--- config.mk ---
export PLATFORM = sky130hd
export DESIGN_NAME = priority_round_robin_scheduler_core_flat
export DESIGN_NICKNAME = d
export VERILOG_FILES = /design/src/sv/prr_pkg.sv /design/src/sv/prr_if.sv /design/src/sv/prr_slot_mem.sv /design/src/sv/prr_seq.sv /design/src/sv/priority_round_robin_scheduler_core.sv /design/src/flat_wrapper.sv
export SDC_FILE = /design/constraint.sdc
export NUM_CORES = 1
export LEC_CHECK = 0
export BUFFER_PORTS_ARGS = -buffer_cell sky130_fd_sc_hd__buf_2
export CAP_MARGIN = 10
export CORE_MARGIN = 1
export CORE_UTILIZATION = 45
export CTS_CLUSTER_SIZE = 20
export DETAILED_ROUTE_END_ITERATION = 12
export REMOVE_ABC_BUFFERS = 1
export SYNTH_ARGS = -nofsm -noshare
export SYNTH_HDL_FRONTEND = slang
export SYNTH_SLANG_ARGS = --single-unit
--- constraint.sdc ---
create_clock -name i_clk -period 2.7 [get_ports i_clk]
set_input_delay 0.135 -clock i_clk [delete_from_list [all_inputs] [get_ports i_clk]]
set_output_delay 0.135 -clock i_clk [all_outputs]
set_load 0.02 [all_outputs]
--- src/sv/prr_pkg.sv ---
// ----------------------------------------------------------------------------
// prr_pkg
// Types and constants shared by the priority round-robin scheduler.
// ----------------------------------------------------------------------------
`timescale 1ns / 1ps
`default_nettype none

package prr_pkg;

    localparam int SLOT_DEPTH = 16;
    localparam int PRIO_BITS  = 8;
    localparam int IDX_W      = $clog2(SLOT_DEPTH);
    localparam int CNT_W      = IDX_W + 1;
    localparam int IN_PRIO_W  = 8;
    localparam int LIMIT_W    = 5;

    typedef enum logic [1:0] {
        ST_UNUSED     = 2'd0,
        ST_RUNNABLE   = 2'd1,
        ST_RUNNING    = 2'd2,
        ST_TERMINATED = 2'd3
    } t_slot_st;

    typedef enum logic [1:0] {
        OP_SCHEDULE = 2'd0,
        OP_ADD      = 2'd1,
        OP_REMOVE   = 2'd2,
        OP_SETPRIO  = 2'd3
    } t_op;

    typedef enum logic [1:0] {
        STAT_OK     = 2'd0,
        STAT_FULL   = 2'd1,
        STAT_BADIDX = 2'd2,
        STAT_IDLE   = 2'd3
    } t_status;

    typedef enum logic [2:0] {
        S_IDLE,
        S_ADD,
        S_MOD,
        S_SCAN1,
        S_SCAN2,
        S_WR_OLD,
        S_WR_NEW,
        S_DONE
    } t_fsm;

    typedef struct packed {
        logic [IDX_W-1:0] chosen;
        logic             switched;
        t_status          status;
    } t_res;

    typedef struct packed {
        logic                 rd_en;
        logic [IDX_W-1:0]     rd_addr;
        logic                 st_we;
        logic [IDX_W-1:0]     st_waddr;
        t_slot_st             st_wdata;
        logic                 pr_we;
        logic [IDX_W-1:0]     pr_waddr;
        logic [PRIO_BITS-1:0] pr_wdata;
    } t_mem_req;

    typedef struct packed {
        t_slot_st             st;
        logic [PRIO_BITS-1:0] prio;
    } t_mem_rsp;

endpackage

`default_nettype wire

--- src/sv/prr_if.sv ---
// ----------------------------------------------------------------------------
// prr_if
// Valid/ready channels of the scheduler: configuration, request, result.
// ----------------------------------------------------------------------------
`timescale 1ns / 1ps
`default_nettype none

interface prr_cfg_if;
    import prr_pkg::*;
    logic               valid;
    logic               ready;
    logic [LIMIT_W-1:0] data;
    modport source (output valid, output data, input ready);
    modport sink   (input valid, input data, output ready);
endinterface

interface prr_req_if;
    import prr_pkg::*;
    logic                 valid;
    logic                 ready;
    t_op                  opcode;
    logic [IDX_W-1:0]     task_index;
    logic [IN_PRIO_W-1:0] new_priority;
    modport source (output valid, output opcode, output task_index,
                    output new_priority, input ready);
    modport sink   (input valid, input opcode, input task_index,
                    input new_priority, output ready);
endinterface

interface prr_res_if;
    import prr_pkg::*;
    logic             valid;
    logic             ready;
    logic [IDX_W-1:0] chosen_task;
    logic             switched;
    t_status          status;
    modport source (output valid, output chosen_task, output switched,
                    output status, input ready);
    modport sink   (input valid, input chosen_task, input switched,
                    input status, output ready);
endinterface

`default_nettype wire

--- src/sv/prr_slot_mem.sv ---
// ----------------------------------------------------------------------------
// prr_slot_mem
// Slot state and priority tables with a registered synchronous read.
// ----------------------------------------------------------------------------
`timescale 1ns / 1ps
`default_nettype none

module prr_slot_mem (
    input  logic               i_clk,
    input  logic               i_rst_n,
    input  prr_pkg::t_mem_req  i_mreq,
    output prr_pkg::t_mem_rsp  o_mrsp
);
    import prr_pkg::*;

    logic [1:0]           r_mem_st [SLOT_DEPTH];
    logic [PRIO_BITS-1:0] r_mem_pr [SLOT_DEPTH];
    logic [1:0]           r_rd_st;
    logic [PRIO_BITS-1:0] r_rd_pr;
    logic                 r_st0_wr;
    logic                 r_pr0_wr;
    logic                 r_st_dflt;
    logic                 r_pr_dflt;

    always_ff @(posedge i_clk) begin
        if (i_mreq.st_we) begin
            r_mem_st[i_mreq.st_waddr] <= i_mreq.st_wdata;
        end
        if (i_mreq.pr_we) begin
            r_mem_pr[i_mreq.pr_waddr] <= i_mreq.pr_wdata;
        end
        if (i_mreq.rd_en) begin
            r_rd_st <= r_mem_st[i_mreq.rd_addr];
            r_rd_pr <= r_mem_pr[i_mreq.rd_addr];
        end
    end

    // Slot 0 holds the running boot task until it is first written.
    always_ff @(posedge i_clk) begin
        if (!i_rst_n) begin
            r_st0_wr  <= 1'b0;
            r_pr0_wr  <= 1'b0;
            r_st_dflt <= 1'b0;
            r_pr_dflt <= 1'b0;
        end else begin
            if (i_mreq.st_we && i_mreq.st_waddr == '0) begin
                r_st0_wr <= 1'b1;
            end
            if (i_mreq.pr_we && i_mreq.pr_waddr == '0) begin
                r_pr0_wr <= 1'b1;
            end
            if (i_mreq.rd_en) begin
                r_st_dflt <= (i_mreq.rd_addr == '0) && !r_st0_wr;
                r_pr_dflt <= (i_mreq.rd_addr == '0) && !r_pr0_wr;
            end
        end
    end

    assign o_mrsp.st   = r_st_dflt ? ST_RUNNING : t_slot_st'(r_rd_st);
    assign o_mrsp.prio = r_pr_dflt ? '0 : r_rd_pr;

endmodule

`default_nettype wire

--- src/sv/prr_seq.sv ---
// ----------------------------------------------------------------------------
// prr_seq
// Request sequencer: table updates and the two-pass schedule scan.
// ----------------------------------------------------------------------------
`timescale 1ns / 1ps
`default_nettype none

module prr_seq (
    input  logic                        i_clk,
    input  logic                        i_rst_n,
    prr_req_if.sink                     i_req,
    input  logic [prr_pkg::CNT_W-1:0]   i_limit,
    output logic                        o_res_valid,
    output prr_pkg::t_res               o_res,
    input  logic                        i_res_ready,
    output prr_pkg::t_mem_req           o_mreq,
    input  prr_pkg::t_mem_rsp           i_mrsp
);
    import prr_pkg::*;

    t_fsm                 r_state,    n_state;
    t_op                  r_op,       n_op;
    logic [IDX_W-1:0]     r_idx,      n_idx;
    logic [PRIO_BITS-1:0] r_prio,     n_prio;
    logic [CNT_W-1:0]     r_total,    n_total;
    logic [IDX_W-1:0]     r_cur,      n_cur;
    logic [CNT_W-1:0]     r_issue,    n_issue;
    logic [IDX_W-1:0]     r_scan,     n_scan;
    logic                 r_pend,     n_pend;
    logic [IDX_W-1:0]     r_pend_slot, n_pend_slot;
    logic                 r_found,    n_found;
    logic [PRIO_BITS-1:0] r_top,      n_top;
    t_slot_st             r_cur_st,   n_cur_st;
    logic                 r_hit,      n_hit;
    logic [IDX_W-1:0]     r_pick,     n_pick;
    t_res                 r_res,      n_res;

    logic             issue;
    logic             elig;
    logic [IDX_W-1:0] cur_next;
    logic [IDX_W-1:0] scan_next;

    always_ff @(posedge i_clk) begin
        if (!i_rst_n) begin
            r_state <= S_IDLE;
            r_total <= CNT_W'(1);
            r_cur   <= '0;
            r_pend  <= 1'b0;
            r_found <= 1'b0;
            r_hit   <= 1'b0;
        end else begin
            r_state <= n_state;
            r_total <= n_total;
            r_cur   <= n_cur;
            r_pend  <= n_pend;
            r_found <= n_found;
            r_hit   <= n_hit;
        end
    end

    always_ff @(posedge i_clk) begin
        r_op        <= n_op;
        r_idx       <= n_idx;
        r_prio      <= n_prio;
        r_issue     <= n_issue;
        r_scan      <= n_scan;
        r_pend_slot <= n_pend_slot;
        r_top       <= n_top;
        r_cur_st    <= n_cur_st;
        r_pick      <= n_pick;
        r_res       <= n_res;
    end

    assign elig = (i_mrsp.st == ST_RUNNABLE) || (i_mrsp.st == ST_RUNNING);
    // Round-robin successors, wrapping at the table fill.
    assign cur_next  = ({1'b0, r_cur} + CNT_W'(1) == r_total) ? '0 : r_cur + IDX_W'(1);
    assign scan_next = ({1'b0, r_scan} + CNT_W'(1) == r_total) ? '0 : r_scan + IDX_W'(1);

    always_comb begin
        n_state     = r_state;
        n_op        = r_op;
        n_idx       = r_idx;
        n_prio      = r_prio;
        n_total     = r_total;
        n_cur       = r_cur;
        n_issue     = r_issue;
        n_scan      = r_scan;
        n_pend      = 1'b0;
        n_pend_slot = r_pend_slot;
        n_found     = r_found;
        n_top       = r_top;
        n_cur_st    = r_cur_st;
        n_hit       = r_hit;
        n_pick      = r_pick;
        n_res       = r_res;
        issue       = 1'b0;
        o_mreq      = '0;
        i_req.ready = (r_state == S_IDLE);
        o_res_valid = 1'b0;
        o_res       = r_res;

        unique case (r_state)
            S_IDLE: begin
                if (i_req.valid) begin
                    n_op    = i_req.opcode;
                    n_idx   = i_req.task_index;
                    n_prio  = i_req.new_priority[PRIO_BITS-1:0];
                    n_issue = '0;
                    n_found = 1'b0;
                    n_hit   = 1'b0;
                    unique case (i_req.opcode) inside
                        OP_SCHEDULE:           n_state = S_SCAN1;
                        OP_ADD:                n_state = S_ADD;
                        OP_REMOVE, OP_SETPRIO: n_state = S_MOD;
                        default:               n_state = S_IDLE;
                    endcase
                end
            end
            S_ADD: begin
                if (r_total >= i_limit) begin
                    n_res = '{chosen: '0, switched: 1'b0, status: STAT_FULL};
                end else begin
                    o_mreq.st_we    = 1'b1;
                    o_mreq.st_waddr = r_total[IDX_W-1:0];
                    o_mreq.st_wdata = ST_RUNNABLE;
                    o_mreq.pr_we    = 1'b1;
                    o_mreq.pr_waddr = r_total[IDX_W-1:0];
                    o_mreq.pr_wdata = PRIO_BITS'(1);
                    n_total = r_total + CNT_W'(1);
                    n_res = '{chosen: r_total[IDX_W-1:0], switched: 1'b0, status: STAT_OK};
                end
                n_state = S_DONE;
            end
            S_MOD: begin
                if ({1'b0, r_idx} >= r_total) begin
                    n_res = '{chosen: '0, switched: 1'b0, status: STAT_BADIDX};
                end else begin
                    if (r_op == OP_REMOVE) begin
                        o_mreq.st_we    = 1'b1;
                        o_mreq.st_waddr = r_idx;
                        o_mreq.st_wdata = ST_TERMINATED;
                    end else begin
                        o_mreq.pr_we    = 1'b1;
                        o_mreq.pr_waddr = r_idx;
                        o_mreq.pr_wdata = r_prio;
                    end
                    n_res = '{chosen: '0, switched: 1'b0, status: STAT_OK};
                end
                n_state = S_DONE;
            end
            S_SCAN1: begin
                // Pass one: find the top priority among eligible slots.
                issue          = (r_issue < r_total);
                o_mreq.rd_en   = issue;
                o_mreq.rd_addr = r_issue[IDX_W-1:0];
                n_pend         = issue;
                n_pend_slot    = r_issue[IDX_W-1:0];
                if (issue) begin
                    n_issue = r_issue + CNT_W'(1);
                end
                if (r_pend) begin
                    if (elig && (!r_found || i_mrsp.prio > r_top)) begin
                        n_top   = i_mrsp.prio;
                        n_found = 1'b1;
                    end
                    if (r_pend_slot == r_cur) begin
                        n_cur_st = i_mrsp.st;
                    end
                end
                if (!issue && !r_pend) begin
                    if (!r_found) begin
                        n_res   = '{chosen: r_cur, switched: 1'b0, status: STAT_IDLE};
                        n_state = S_DONE;
                    end else begin
                        n_issue = '0;
                        n_scan  = cur_next;
                        n_state = S_SCAN2;
                    end
                end
            end
            S_SCAN2: begin
                // Pass two: first slot at top priority after the current one.
                issue          = (r_issue < r_total) && !r_hit;
                o_mreq.rd_en   = issue;
                o_mreq.rd_addr = r_scan;
                n_pend         = issue;
                n_pend_slot    = r_scan;
                if (issue) begin
                    n_issue = r_issue + CNT_W'(1);
                    n_scan  = scan_next;
                end
                if (r_pend && !r_hit && elig && i_mrsp.prio == r_top) begin
                    n_hit  = 1'b1;
                    n_pick = r_pend_slot;
                end
                if (r_hit) begin
                    n_state = S_WR_OLD;
                end else if (!issue && !r_pend) begin
                    n_pick  = r_cur;
                    n_state = S_WR_OLD;
                end
            end
            S_WR_OLD: begin
                if (r_pick != r_cur) begin
                    if (r_cur_st == ST_RUNNING) begin
                        o_mreq.st_we    = 1'b1;
                        o_mreq.st_waddr = r_cur;
                        o_mreq.st_wdata = ST_RUNNABLE;
                    end
                    n_state = S_WR_NEW;
                end else begin
                    n_res   = '{chosen: r_cur, switched: 1'b0, status: STAT_OK};
                    n_state = S_DONE;
                end
            end
            S_WR_NEW: begin
                o_mreq.st_we    = 1'b1;
                o_mreq.st_waddr = r_pick;
                o_mreq.st_wdata = ST_RUNNING;
                n_cur   = r_pick;
                n_res   = '{chosen: r_pick, switched: 1'b1, status: STAT_OK};
                n_state = S_DONE;
            end
            S_DONE: begin
                o_res_valid = 1'b1;
                if (i_res_ready) begin
                    n_state = S_IDLE;
                end
            end
            default: begin
                n_state = S_IDLE;
            end
        endcase
    end

endmodule

`default_nettype wire

--- src/sv/priority_round_robin_scheduler_core.sv ---
// ----------------------------------------------------------------------------
// priority_round_robin_scheduler_core
// Strict-priority task scheduler with round-robin tie-break over a slot table.
// ----------------------------------------------------------------------------
// Usage:
//   i_req carries one request: opcode (schedule, add, remove, set priority),
//   task_index and new_priority. It is taken when valid and ready are high.
//   o_res returns exactly one result per request: chosen_task, switched and
//   status, under valid/ready.
//   i_cfg writes task_limit (most slots that add may fill); write it only
//   while no request is in flight. It is always ready.
// Sequencing:
//   One request at a time. Schedule reads the slot tables in up to two passes
//   through the one synchronous read port, one slot per cycle.
// Reset:
//   Slot 0 runs at priority 0, one slot in use, task_limit is 16.
//   The tables need no clearing pass; slot 0 reads as its boot value until
//   first written, and other slots are written by add before any read.
// Stall:
//   A finished result sits in the output register while the receiver holds
//   ready low; the sequencer finishes the next request and then holds it.
// ----------------------------------------------------------------------------
`timescale 1ns / 1ps
`default_nettype none

module priority_round_robin_scheduler_core (
    input  logic      i_clk,
    input  logic      i_rst_n,
    prr_cfg_if.sink   i_cfg,
    prr_req_if.sink   i_req,
    prr_res_if.source o_res
);
    import prr_pkg::*;

    logic [LIMIT_W-1:0] r_limit;
    logic               r_out_valid, n_out_valid;
    t_res               r_out,       n_out;

    logic [CNT_W-1:0] limit_cap;
    logic             seq_valid;
    t_res             seq_res;
    logic             seq_ready;
    t_mem_req         mreq;
    t_mem_rsp         mrsp;

    // Configuration: one register, always ready.
    assign i_cfg.ready = 1'b1;

    always_ff @(posedge i_clk) begin
        if (!i_rst_n) begin
            r_limit <= LIMIT_W'(SLOT_DEPTH);
        end else if (i_cfg.valid) begin
            r_limit <= i_cfg.data;
        end
    end

    // Cap the limit at the table depth.
    assign limit_cap = (r_limit > LIMIT_W'(SLOT_DEPTH)) ? CNT_W'(SLOT_DEPTH)
                                                        : CNT_W'(r_limit);

    prr_slot_mem u_mem (
        .i_clk   (i_clk),
        .i_rst_n (i_rst_n),
        .i_mreq  (mreq),
        .o_mrsp  (mrsp)
    );

    prr_seq u_seq (
        .i_clk       (i_clk),
        .i_rst_n     (i_rst_n),
        .i_req       (i_req),
        .i_limit     (limit_cap),
        .o_res_valid (seq_valid),
        .o_res       (seq_res),
        .i_res_ready (seq_ready),
        .o_mreq      (mreq),
        .i_mrsp      (mrsp)
    );

    // Output register: load when empty or being drained.
    assign seq_ready = !r_out_valid || o_res.ready;

    always_comb begin
        n_out_valid = r_out_valid;
        n_out       = r_out;
        if (o_res.ready) begin
            n_out_valid = 1'b0;
        end
        if (seq_valid && seq_ready) begin
            n_out_valid = 1'b1;
            n_out       = seq_res;
        end
    end

    always_ff @(posedge i_clk) begin
        if (!i_rst_n) begin
            r_out_valid <= 1'b0;
        end else begin
            r_out_valid <= n_out_valid;
        end
    end

    always_ff @(posedge i_clk) begin
        r_out <= n_out;
    end

    assign o_res.valid       = r_out_valid;
    assign o_res.chosen_task = r_out.chosen;
    assign o_res.switched    = r_out.switched;
    assign o_res.status      = r_out.status;

endmodule

`default_nettype wire

--- src/flat_wrapper.sv ---
// flat-port wrapper written by rule: the top's interface ports become plain ports
module priority_round_robin_scheduler_core_flat import prr_pkg::*;
  (i_clk, i_rst_n, i_cfg_valid, i_cfg_data, i_cfg_ready, i_req_valid, i_req_opcode, i_req_task_index, i_req_new_priority, i_req_ready, o_res_valid, o_res_chosen_task, o_res_switched, o_res_status, o_res_ready);
  prr_cfg_if i_cfg_i ();
  prr_req_if i_req_i ();
  prr_res_if o_res_i ();
  input  logic i_clk;
  input  logic i_rst_n;
  input wire logic [$bits(i_cfg_i.valid)-1:0] i_cfg_valid;
  input wire logic [$bits(i_cfg_i.data)-1:0] i_cfg_data;
  output wire logic [$bits(i_cfg_i.ready)-1:0] i_cfg_ready;
  input wire logic [$bits(i_req_i.valid)-1:0] i_req_valid;
  input wire logic [$bits(i_req_i.opcode)-1:0] i_req_opcode;
  input wire logic [$bits(i_req_i.task_index)-1:0] i_req_task_index;
  input wire logic [$bits(i_req_i.new_priority)-1:0] i_req_new_priority;
  output wire logic [$bits(i_req_i.ready)-1:0] i_req_ready;
  output wire logic [$bits(o_res_i.valid)-1:0] o_res_valid;
  output wire logic [$bits(o_res_i.chosen_task)-1:0] o_res_chosen_task;
  output wire logic [$bits(o_res_i.switched)-1:0] o_res_switched;
  output wire logic [$bits(o_res_i.status)-1:0] o_res_status;
  input wire logic [$bits(o_res_i.ready)-1:0] o_res_ready;
  assign i_cfg_i.valid = i_cfg_valid;
  assign i_cfg_i.data = i_cfg_data;
  assign i_cfg_ready = i_cfg_i.ready;
  assign i_req_i.valid = i_req_valid;
  assign i_req_i.opcode = i_req_opcode;
  assign i_req_i.task_index = i_req_task_index;
  assign i_req_i.new_priority = i_req_new_priority;
  assign i_req_ready = i_req_i.ready;
  assign o_res_valid = o_res_i.valid;
  assign o_res_chosen_task = o_res_i.chosen_task;
  assign o_res_switched = o_res_i.switched;
  assign o_res_status = o_res_i.status;
  assign o_res_i.ready = o_res_ready;
  priority_round_robin_scheduler_core u_core (.i_clk(i_clk), .i_rst_n(i_rst_n), .i_cfg(i_cfg_i), .i_req(i_req_i), .o_res(o_res_i));
endmodule
==> results of run 1 <==
[routing by layer]
metal	wire length, um	up-vias	global-route usage [%]
met1	13010	3824	32.99
li1	-	3781	-
met3	2041	43	3.955
met5	0	-	0
met4	532	0	5.789
met2	13320	252	35.31
[logic make-up after synthesis]
group,synth area share [%]
simple gates,18.02
flops,63.37
compound gates,8.982
buf+inv,3.125
fa+ha+maj,2.732
xor+xnor,1.901
mux,1.836
other cells,0.03275
[flip-flops by register name, indices dropped and copies added (netlist names), 5 cells and up]
signal and flops:
u_core.r_limit 5, u_core.u_mem.r_mem_st 32, u_core.u_seq.r_total 5, u_core.u_seq.r_issue 5, u_core.u_mem.r_rd_pr 8, u_core.u_mem.r_mem_pr 128, u_core.u_seq.o_res 7, u_core.u_seq.r_prio 8
u_core.u_seq.r_top 8
[where the power goes]
part           internal, mW  total [mW]  switching (mW)
Clock                  1.97        3.42            1.45
Sequential             4.98        5.29           0.309
Combinational          1.63        4.40            2.78
Total                  8.57        13.1            4.54
[cells in the mapped netlist, types with 16 or more instances]
master    count
nand4_1      28
ha_1         25
a32oi_1      16
dfxtp_1      25
o21ai_0      22
nor2b_1      24
mux2i_1      21
a21oi_1      23
and2_1       16
nand2_1     196
clkbuf_1     30
nor2_1       55
edfxtp_1    225
inv_1        32
nand3_1      57
[repair_timing]
item / CTS / global route
resized for setup: 0 / 11
hold buffers: 27 / 0
endpoints found under the setup margin: 0 / 168
setup buffers: 0 / 0
endpoints found under the hold margin: 23 / 0
[worst max-delay path by stage]
stage | end | slack (ps) | cells past startpoint
2_1_floorplan | u_core.u_mem.r_rd_st[0]$_DFFE_PP_ | -480 | 6
3_3_place_gp | u_core.u_mem.r_mem_pr[13][1]$_DFFE_PP_ | 140 | 9
3_5_place_dp | u_core.u_mem.r_mem_pr[5][6]$_DFFE_PP_ | 70 | 9
4_1_cts | u_core.u_mem.r_mem_pr[5][6]$_DFFE_PP_ | 40 | 9
5_1_grt | u_core.u_mem.r_mem_pr[1][2]$_DFFE_PP_ | -30 | 9
6_report | u_core.u_mem.r_mem_pr[5][6]$_DFFE_PP_ | 120 | 8
[final cells by class]
cell class | instances | area [um^2] | area share [%]
diodes | 2 | 5.005 | 0.03679
clock buffers | 31 | 669.4 | 4.921
clock inverters | 16 | 150.1 | 1.104
inverters | 35 | 131.4 | 0.9658
multi-input cells | 633 | 3884 | 28.55
flip-flops and latches | 250 | 7257 | 53.35
well taps | 330 | 412.9 | 3.035
repair buffers | 139 | 1094 | 8.039
[metrics by stage]
| stage | total power, mW | instance area (um^2) | setup WS [ps] | util, % | setup TNS [ps] |
|---|---|---|---|---|---|
| final | 13.11 | 13600 | 118.0 | 54.33 | 0 |
| after floorplan | 7.987 | 11220 | -481.8 | - | -22640 |
| after CTS | 13.14 | 13560 | 35.89 | 54.16 | 0 |
| after global placement | 9.645 | 12470 | 142.1 | 49.81 | 0 |
| after detailed placement | 9.677 | 12470 | 67.43 | 49.81 | 0 |
| after global routing | 13.77 | 13600 | -26.11 | 54.31 | -390.3 |
[worst max-delay path, cell delays in order, from the launching register on]
cell and delay [ps]:
edfxtp_1 470, ha_1 330, nand2_1 50, o21ai_1 310, a21oi_2 120, buf_12 170
a32oi_1 570, nor2_1 110, buf_4 200
==> metrics.log, run 1 <==
INFO  metric clk_pin_slew = roughly 60 ps
INFO  metric synth_seq_cells = between 200 and 300
INFO  metric synthesis.area_per_instance = 11.84 um^2
INFO  metric critPathRequiredTime = approximately 3000 ps
INFO  metric drive_gt1_share = between 15 and 20%
INFO  metric synth_top_area_share = 59.00%
INFO  metric number_of_sinks_driven_by_the_clock_tree = 250
INFO  metric critical_path_arrival = roughly 2900 ps
INFO  metric detailedRoute.firstPassIterationCount = 5
INFO  metric timing.critical_path.from = u_core.u_seq.r_idx[1]$_DFFE_PP_
INFO  metric timing.hold.worst.class = in2reg
INFO  metric synth_edf_count = 225
INFO  metric clock.fmax = slightly below 400 MHz
INFO  metric r2r.worst_path.cells = 8
INFO  metric max-clock-path-buffers = 3
INFO  metric max-slew-margin-rel = about 44%
INFO  metric grt_setup_unrepaired = true
INFO  metric post_route_fraction_of_the_period_consumed_by_the_critical_path = 95.63%
INFO  metric combined_area_of_all_synthesized_cells = around 0.011 mm^2
INFO  metric drv_slew = 0
INFO  metric yosys.cell_types.count = just under 80
INFO  metric timing_worst_setup_path_type = reg2reg
INFO  metric num_vias = slightly below 8,000
INFO  metric proportion_of_synthesized_chip_area_in_sequential_cells = a little under two thirds
INFO  metric wl_per_cell = 20.13 um
INFO  metric tritoncts.num_buffers = 26
INFO  metric worst_skew_pair.late_latency = approximately 540 ps
INFO  metric worstHoldPathCells = 4
INFO  metric final-hold-violation-count = 0
INFO  metric rows = 58
INFO  metric pwr_density_cell = roughly 960 mW/mm^2
INFO  metric cts_tree = built
INFO  metric asyncSetResetFlopFracSynth = 0%
INFO  metric static-leakage-power = 5.107 nW
INFO  metric most_common_cell_after_layout_fill_and_taps_aside = edfxtp_1
INFO  metric hpwlAfterDp = 20.01 mm
INFO  metric vdd_ir_drop_max = between 400 and 500 uV
INFO  metric total_global_routing_overflow = 0
INFO  metric drc = 0
INFO  metric ant_nets = 0
INFO  metric die-area = approximately 0.026 mm^2
INFO  metric run_status = finished, final reports clean
INFO  metric vias_per_cell = between 5 and 6
INFO  metric design.portCount = 34
INFO  metric placed_cells = 1,360
INFO  metric synth_area_leaders = edfxtp_1 (59%), nand2_1 (6.4%), dfxtp_1 (4.4%)
INFO  metric worst_setup_path_end_kind = register
INFO  metric postSynth.topFlopCell = edfxtp_1
INFO  metric fin_crit = 2582 ps
INFO  metric timing.critical_path.fanout_max = 19
INFO  metric fin_hold_ws = 57.82 ps
INFO  metric hold_path_startpoint = i_req_valid
INFO  metric first_global_vias = about 7,800
INFO  metric grt_pass1_wl = 45.00 mm
INFO  metric timing.final.setup_violations = 0
INFO  metric core_region_area = between 0.02 and 0.03 mm^2
INFO  metric finish.cell_count_without_fillers = 1,436
INFO  metric finalClockSkew = 10.01 ps
INFO  metric layout_common_cells = edfxtp_1 (225), nand2_1 (193), buf_4 (75), nand3_1 (57), nor2_1 (49)
INFO  metric ctsRootBufferMaster = clkbuf_16
INFO  metric worst_pin_slew = 834.6 ps
INFO  metric number_of_fill_cells_in_the_layout = 2,130
INFO  metric max-cap-violations = 0
INFO  metric hold_end = u_core.u_seq.r_found$_SDFFE_PN0P_
INFO  metric r2r-end = u_core.u_mem.r_mem_pr[5][6]$_DFFE_PP_
INFO  metric grtUsageTotal = between 20% and 30%
INFO  metric grt_antenna_before_repair = 2
INFO  metric grt_max_degree = 59
INFO  metric reg2reg_from = u_core.u_seq.r_idx[1]$_DFFE_PP_
INFO  metric yosysWarningCount = 0
INFO  metric die_h = about 160 um
INFO  metric critical_path.startpoint_type = register
INFO  metric die_w = 161.5 um
INFO  metric drt_iter0_drc = 705
INFO  metric regToRegSetupSlack = 120 ps
INFO  metric area_delta_synth_final = 18.79%
INFO  metric portBuffers = 32
INFO  metric synth_area_leader_cell = edfxtp_1
INFO  metric htree_levels = 1
INFO  metric initial_utilization = 45.74%
INFO  metric finalWirelength = just under 30 mm
INFO  metric finalWeightedCongestion = just under 0.9
INFO  metric synthCells = just under 1,000
INFO  metric fin_nets = 1,134
Power figures use the tool's default switching activity.
==> run 2, diff against run 1 <==
Settings changed: GPL_TIMING_DRIVEN set to 1, PLACE_DENSITY_LB_ADDON set to 0.25.
==> metrics.log, run 2 (same netlist as run 1, synthesis figures left out) <==
INFO  metric finalWeightedCongestion = slightly above 0.9
INFO  metric diodes = 0
INFO  metric num_vias = 8,112
INFO  metric regToRegSetupSlack = 140 ps
INFO  metric timing.final.setup_violations = 0
INFO  metric number_of_sinks_driven_by_the_clock_tree = 250
INFO  metric timing_worst_setup_path_type = reg2reg
INFO  metric crit_path_top_delay_cell = dfxtp_1
INFO  metric reg2reg_from = u_core.r_limit[4]$_SDFFE_PN1P_
INFO  metric largest-register = u_core.u_mem.r_mem_pr
INFO  metric total_global_routing_overflow = 0
INFO  metric fin_nets = 1,149
INFO  metric worst_pin_slew = 784.9 ps
INFO  metric final-hold-violation-count = 0
INFO  metric fin_crit = 2561 ps
INFO  metric ant_nets = 0
INFO  metric grt_max_degree = 56
INFO  metric totalPowerFinal = 13.40 mW
INFO  metric max-cap-violations = 0
INFO  metric critical_path.startpoint_type = register
INFO  metric vdd_ir_drop_max = 613.6 uV
INFO  metric critical_path_arrival = 2780 ps
INFO  metric r2r.worst_path.cells = 12
INFO  metric most_common_cell_after_layout_fill_and_taps_aside = edfxtp_1
INFO  metric r2r-end = u_core.u_mem.r_mem_st[7][0]$_DFFE_PP_
INFO  metric critical_path.cell_chain = inv_1 -> nand2_1 -> ha_1 -> nand2_1 -> o21ai_2 -> buf_4 -> a211oi_1 -> buf_4 -> a211oi_4 -> buf_4 -> nand2b_1 -> nor2_1
INFO  metric design.portCount = 34
INFO  metric switching_share = 34.17%
INFO  metric critical_path.max_stage_delay = 310 ps
INFO  metric layout_common_cells = edfxtp_1 (225), nand2_1 (194), buf_4 (91), nand3_1 (57), nor2_1 (47)
INFO  metric m1WireLength = 12.90 mm
INFO  metric finalWirelength = 28.86 mm
INFO  metric cts_tree = built
INFO  metric drive_gt1_share = 19.55%
INFO  metric detailedRoute.firstPassIterationCount = 5
INFO  metric largest_reg_flops = about 130
INFO  metric static-leakage-power = around 5.2 nW
INFO  metric drc = 0
INFO  metric core_region_area = 0.02504 mm^2
INFO  metric portBuffers = 32
INFO  metric wl_per_cell = 19.90 um
INFO  metric timing.hold.worst.class = in2reg
INFO  metric largest_registers = u_core.u_mem.r_mem_pr x128, u_core.u_mem.r_mem_st x32
INFO  metric worstHoldPathCells = 4
INFO  metric timing.critical_path.fanout_max = 5
INFO  metric met2_length = 13.15 mm
INFO  metric comb_power_share = 33.7%
INFO  metric grt_pass1_wl = 44.29 mm
INFO  metric critPathRequiredTime = just under 3000 ps
INFO  metric post_dp_cell_area = approximately 0.013 mm^2
INFO  metric p_switching = ~4.6 mW
INFO  metric cp_common_cell = buf_4
INFO  metric max-clock-path-buffers = 3
INFO  metric rows = 58
INFO  metric vias_per_cell = between 5 and 6
INFO  metric htree_levels = 1
INFO  metric area_delta_synth_final = 20.31%
INFO  metric hold_end = u_core.u_seq.r_found$_SDFFE_PN0P_
INFO  metric grt_antenna_before_repair = 0
INFO  metric clock.fmax = around 390 MHz
INFO  metric final_core_util = 55.03%
INFO  metric tritoncts.num_buffers = 26
INFO  metric highest_layer = met4
INFO  metric initial_utilization = 45.74%
INFO  metric power.clock.fraction = 27.0%
INFO  metric post_route_fraction_of_the_period_consumed_by_the_critical_path = 94.86%
INFO  metric hpwlAfterDp = 19.91 mm
INFO  metric worst_skew_pair.late_latency = between 500 and 600 ps
INFO  metric clk_pin_slew = 60 ps
INFO  metric worst_setup_path_end_kind = register
INFO  metric drt_iter0_drc = a little under 700
INFO  metric wl_met3 = about 2 mm
INFO  metric stdcell_area = 0.01378 mm^2
INFO  metric finalClockSkew = roughly 12 ps
INFO  metric first_global_vias = 7,801
INFO  metric grtUsageTotal = 22.41%
INFO  metric die-area = 0.02609 mm^2
INFO  metric max-slew-margin-rel = 47.67%
INFO  metric pwr_density_cell = 972.4 mW/mm^2
INFO  metric ctsRootBufferMaster = clkbuf_16
INFO  metric drv_slew = 0
INFO  metric hold_path_startpoint = i_req_valid
INFO  metric run_status = finished, final reports clean
INFO  metric p_seq_share = 39.3%
INFO  metric power.internal = approximately 8.8 mW
INFO  metric die_w = 161.5 um
INFO  metric die_h = 161.5 um
==> run 2: cell count changes in the layout (fill, tap and decap cells not counted), sizes merged <==
cell	previous run	this run
inv	35	34
bufinv	2	4
clkinv	13	14
clkbuf	31	29
dlygate4sd3	27	26
clkinvlp	1	2
buf	112	128
diode	2	0
==> run 2: repair_timing <==
action	4_1_cts	5_1_grt
buffers inserted	0	2
pin swaps	0	1
endpoints found under the setup margin	16	171
hold buffers	26	0
resized for setup	2	22
endpoints found under the hold margin	21	0
==> run 2: worst max-delay path: cells and delay by family, from the launching register on <==
kind,cells,cell delay (ps)
and+or+nand+nor,4,490
DFF,1,310
buffers and inverters,4,610
adders and majority gates,1,290
AOI/OAI and AO/OA,3,550
==> run 2: worst max-delay path by stage <==
stage,slack (ps),end,from
floorplan,-480,u_core.u_mem.r_rd_st[0]$_DFFE_PP_,u_core.u_seq.r_state[2]$_SDFFE_PN0P_
global placement,-80,u_core.u_mem.r_mem_pr[4][4]$_DFFE_PP_,u_core.r_limit[4]$_SDFFE_PN1P_
detailed placement,-140,u_core.u_mem.r_mem_pr[4][3]$_DFFE_PP_,u_core.r_limit[4]$_SDFFE_PN1P_
CTS,20,u_core.u_mem.r_rd_pr[6]$_DFFE_PP_,u_core.u_seq.r_state[2]$_SDFFE_PN0P_
global route,-20,u_core.u_mem.r_mem_st[4][1]$_DFFE_PP_,u_core.r_limit[4]$_SDFFE_PN1P_
finish,140,u_core.u_mem.r_mem_st[7][0]$_DFFE_PP_,u_core.r_limit[4]$_SDFFE_PN1P_
==> run 2: per-layer routing <==
| metal | GRT usage (%) | vias to the layer above |
|---|---|---|
| li1 | - | 3816 |
| met1 | 31.75 | 3964 |
| met2 | 34.87 | 278 |
| met3 | 4.160 | 54 |
| met4 | 7.118 | 0 |
| met5 | 0 | - |
==> run 2: metrics by stage <==
stage	setup WS, ps	hold slack (ps)	TNS [ps]	instances
finish	138.9	44.87	0	1450
global route	-23.25	50.67	-473.6	1450
global placement	-78.00	312.0	-623.0	1374
floorplan	-481.8	211.2	-22640	918
detailed placement	-144.5	313.3	-1155	1374
CTS	15.06	12.51	0	1448
==> run 2: final cells by class <==
type                            instances  area (um^2)
Clock inverter                         19        207.7
Timing Repair Buffer                  154         1186
Clock buffer                           29        661.9
Multi-Input combinational cell        633         3920
Inverter                               35        131.4
Tap cell                              330        412.9
Sequential cell                       250         7257
Fill cell                            2118        11260
==> run 2: power groups by stage <==
stage               sequential [mW]  clock (mW)  combinational (mW)
CTS                            5.26        3.68                4.42
global route                   5.30        3.82                4.93
finish                         5.26        3.62                4.51
global placement               5.32           0                4.31
detailed placement             5.33           0                4.36
floorplan                      5.34           0                2.65
==> run 3, diff against run 2 <==
Clock period 2.7 ns to 3.3 ns, I/O delays scaled along.
==> metrics.log, run 3 (same netlist as run 1, synthesis figures left out) <==
INFO  metric run_status = finished, final reports clean
INFO  metric drt_iter0_drc = around 800
INFO  metric largest-register = u_core.u_mem.r_mem_pr
INFO  metric portBuffers = 32
INFO  metric totalPowerFinal = between 10 and 15 mW
INFO  metric grtUsageTotal = 22.32%
INFO  metric cts_tree = built
INFO  metric final-hold-violation-count = 0
INFO  metric rows = 58
INFO  metric dp_slack = 400.2 ps
INFO  metric most_common_cell_after_layout_fill_and_taps_aside = edfxtp_1
INFO  metric tritoncts.num_buffers = 26
INFO  metric vdd_ir_drop_max = 667.5 uV
INFO  metric critPathRequiredTime = 3460 ps
INFO  metric wl_per_cell = roughly 20 um
INFO  metric grt_pass1_wl = 44.56 mm
INFO  metric finalWirelength = 28.70 mm
INFO  metric layout_common_cells = edfxtp_1 (225), nand2_1 (195), nand3_1 (57), buf_4 (56), nor2_1 (55)
INFO  metric ant_nets = 0
INFO  metric final_core_util = 53.23%
INFO  metric timing.hold.worst.class = in2reg
INFO  metric worst_skew_pair.late_latency = about 530 ps
INFO  metric worst_setup_path_end_kind = register
INFO  metric worst_pin_slew = 885.2 ps
INFO  metric total_global_routing_overflow = 0
INFO  metric timing.critical_path.fanout_max = 8
INFO  metric die_w = 161.5 um
INFO  metric largest_reg_flops = about 130
INFO  metric htree_levels = 1
INFO  metric number_of_sinks_driven_by_the_clock_tree = 250
INFO  metric grt_antenna_before_repair = 0
INFO  metric fin_hold_ws = 17.07 ps
INFO  metric fin_crit = 2962 ps
INFO  metric clock.fmax = 337.6 MHz
INFO  metric critical_path_arrival = 3120 ps
INFO  metric gr-usage-met2 = roughly a third
INFO  metric stdcell_area = ~0.013 mm^2
INFO  metric finalWeightedCongestion = 0.9082
INFO  metric die-area = 0.02609 mm^2
INFO  metric hpwlAfterDp = 19.99 mm
INFO  metric max-slew-margin-rel = 40.77%
INFO  metric finish.cell_count_without_fillers = around 1,400
INFO  metric placed_cells = around 1,300
INFO  metric postCtsResizedCells = 0
INFO  metric max-clock-path-buffers = 3
INFO  metric post-route-worst-setup-slack = 337.6 ps
INFO  metric grt_busiest_layer = met2
INFO  metric timing_worst_setup_path_type = reg2reg
INFO  metric static-leakage-power = 4.967 nW
INFO  metric post_route_fraction_of_the_period_consumed_by_the_critical_path = 89.77%
INFO  metric fin_nets = 1,108
INFO  metric drive_gt1_share = 14.64%
INFO  metric post-cts-setup-buffers = 0
INFO  metric vias_per_cell = 5.632
INFO  metric post_dp_cell_area = 0.01227 mm^2
INFO  metric detailedRoute.firstPassIterationCount = 5
INFO  metric diodes = 0
INFO  metric grt_util_met1 = 32.56%
INFO  metric grt_max_degree = 49
INFO  metric drc = 0
INFO  metric totalNegativeSetupSlack = 0 ps
INFO  metric first_global_vias = 7,739
INFO  metric grt_setup_unrepaired = false
INFO  metric largest_registers = u_core.u_mem.r_mem_pr x128, u_core.u_mem.r_mem_st x32
INFO  metric ctsRootBufferMaster = clkbuf_16
INFO  metric area_delta_synth_final = 16.39%
INFO  metric critical_path.startpoint_type = register
INFO  metric finalClockSkew = between 10 and 15 ps
INFO  metric max-cap-violations = 0
INFO  metric die_h = 161.5 um
INFO  metric clk_pin_slew = roughly 60 ps
INFO  metric drv_slew = 0
INFO  metric timing.final.setup_violations = 0
INFO  metric initial_utilization = 45.74%
INFO  metric num_vias = ~7,900
INFO  metric pwr_density_cell = 795.0 mW/mm^2
INFO  metric design.portCount = 34
INFO  metric groute.layer.met3.usage = 3.621%
INFO  metric core_region_area = 0.02504 mm^2
==> run 3: changes by cell type in the layout (fill, tap and decap cells not counted), moves of 4 or more <==
cell / before / now
buf_4: 91 / 56
clkinv_2: 9 / 3
clkbuf_1: 3 / 8
nor2_1: 47 / 55
nor2_2: 11 / 3
clkbuf_8: 0 / 4
==> run 3: cell type report <==
| type | count | area (um^2) |
|---|---|---|
| Clock buffer | 38 | 735.7 |
| Timing Repair Buffer | 113 | 850.8 |
| Tap cell | 330 | 412.9 |
| Clock inverter | 10 | 95.09 |
| Inverter | 35 | 131.4 |
| Fill cell | 2168 | 11710 |
| Multi-Input combinational cell | 633 | 3845 |
| Sequential cell | 250 | 7257 |
==> run 3: timing repair <==
item | 4_1_cts | 5_1_grt
hold endpoints to repair | 21 | 0
hold buffers | 23 | 0
setup endpoints to repair | 0 | 0
==> run 3: per-layer routing <==
| metal | vias up | routed length (um) |
|---|---|---|
| li1 | 3733 | - |
| met1 | 3863 | 13010 |
| met2 | 297 | 13060 |
| met3 | 42 | 2158 |
| met4 | 0 | 466 |
| met5 | - | 0 |
==> run 3: worst max-delay path, stage by stage, from the launching register on <==
cell and delay [ps]:
dfxtp_1 440, ha_1 280, a21oi_1 230, nand3b_1 180, a21oi_1 270, buf_4 220
nor2_1 80, nand3b_1 230, nor2_1 650
==> run 3: path summary, 6_finish.rpt <==
path,from,end,slack [ps],depth (start not counted)
max,u_core.u_seq.r_total[4]$_SDFFE_PN0P_,u_core.u_mem.r_mem_pr[3][6]$_DFFE_PP_,340,8
min,i_cfg_valid,u_core.r_limit[1]$_SDFFE_PN0P_,20,3
max reg2reg,u_core.u_seq.r_total[4]$_SDFFE_PN0P_,u_core.u_mem.r_mem_pr[3][6]$_DFFE_PP_,340,8
min reg2reg,u_core.u_seq.o_res[6]$_DFFE_PP_,u_core.o_res.chosen_task[3]$_DFFE_PP_,420,0
==> run 3: report_power, final <==
group / internal [mW] / leakage (nW) / switching (mW) / total, mW
logic: 1.22 / 2.28 / 2.19 / 3.42
clock network: 1.63 / 0.401 / 1.20 / 2.84
registers: 4.07 / 2.29 / 0.269 / 4.34
total: 6.93 / 4.97 / 3.67 / 10.6
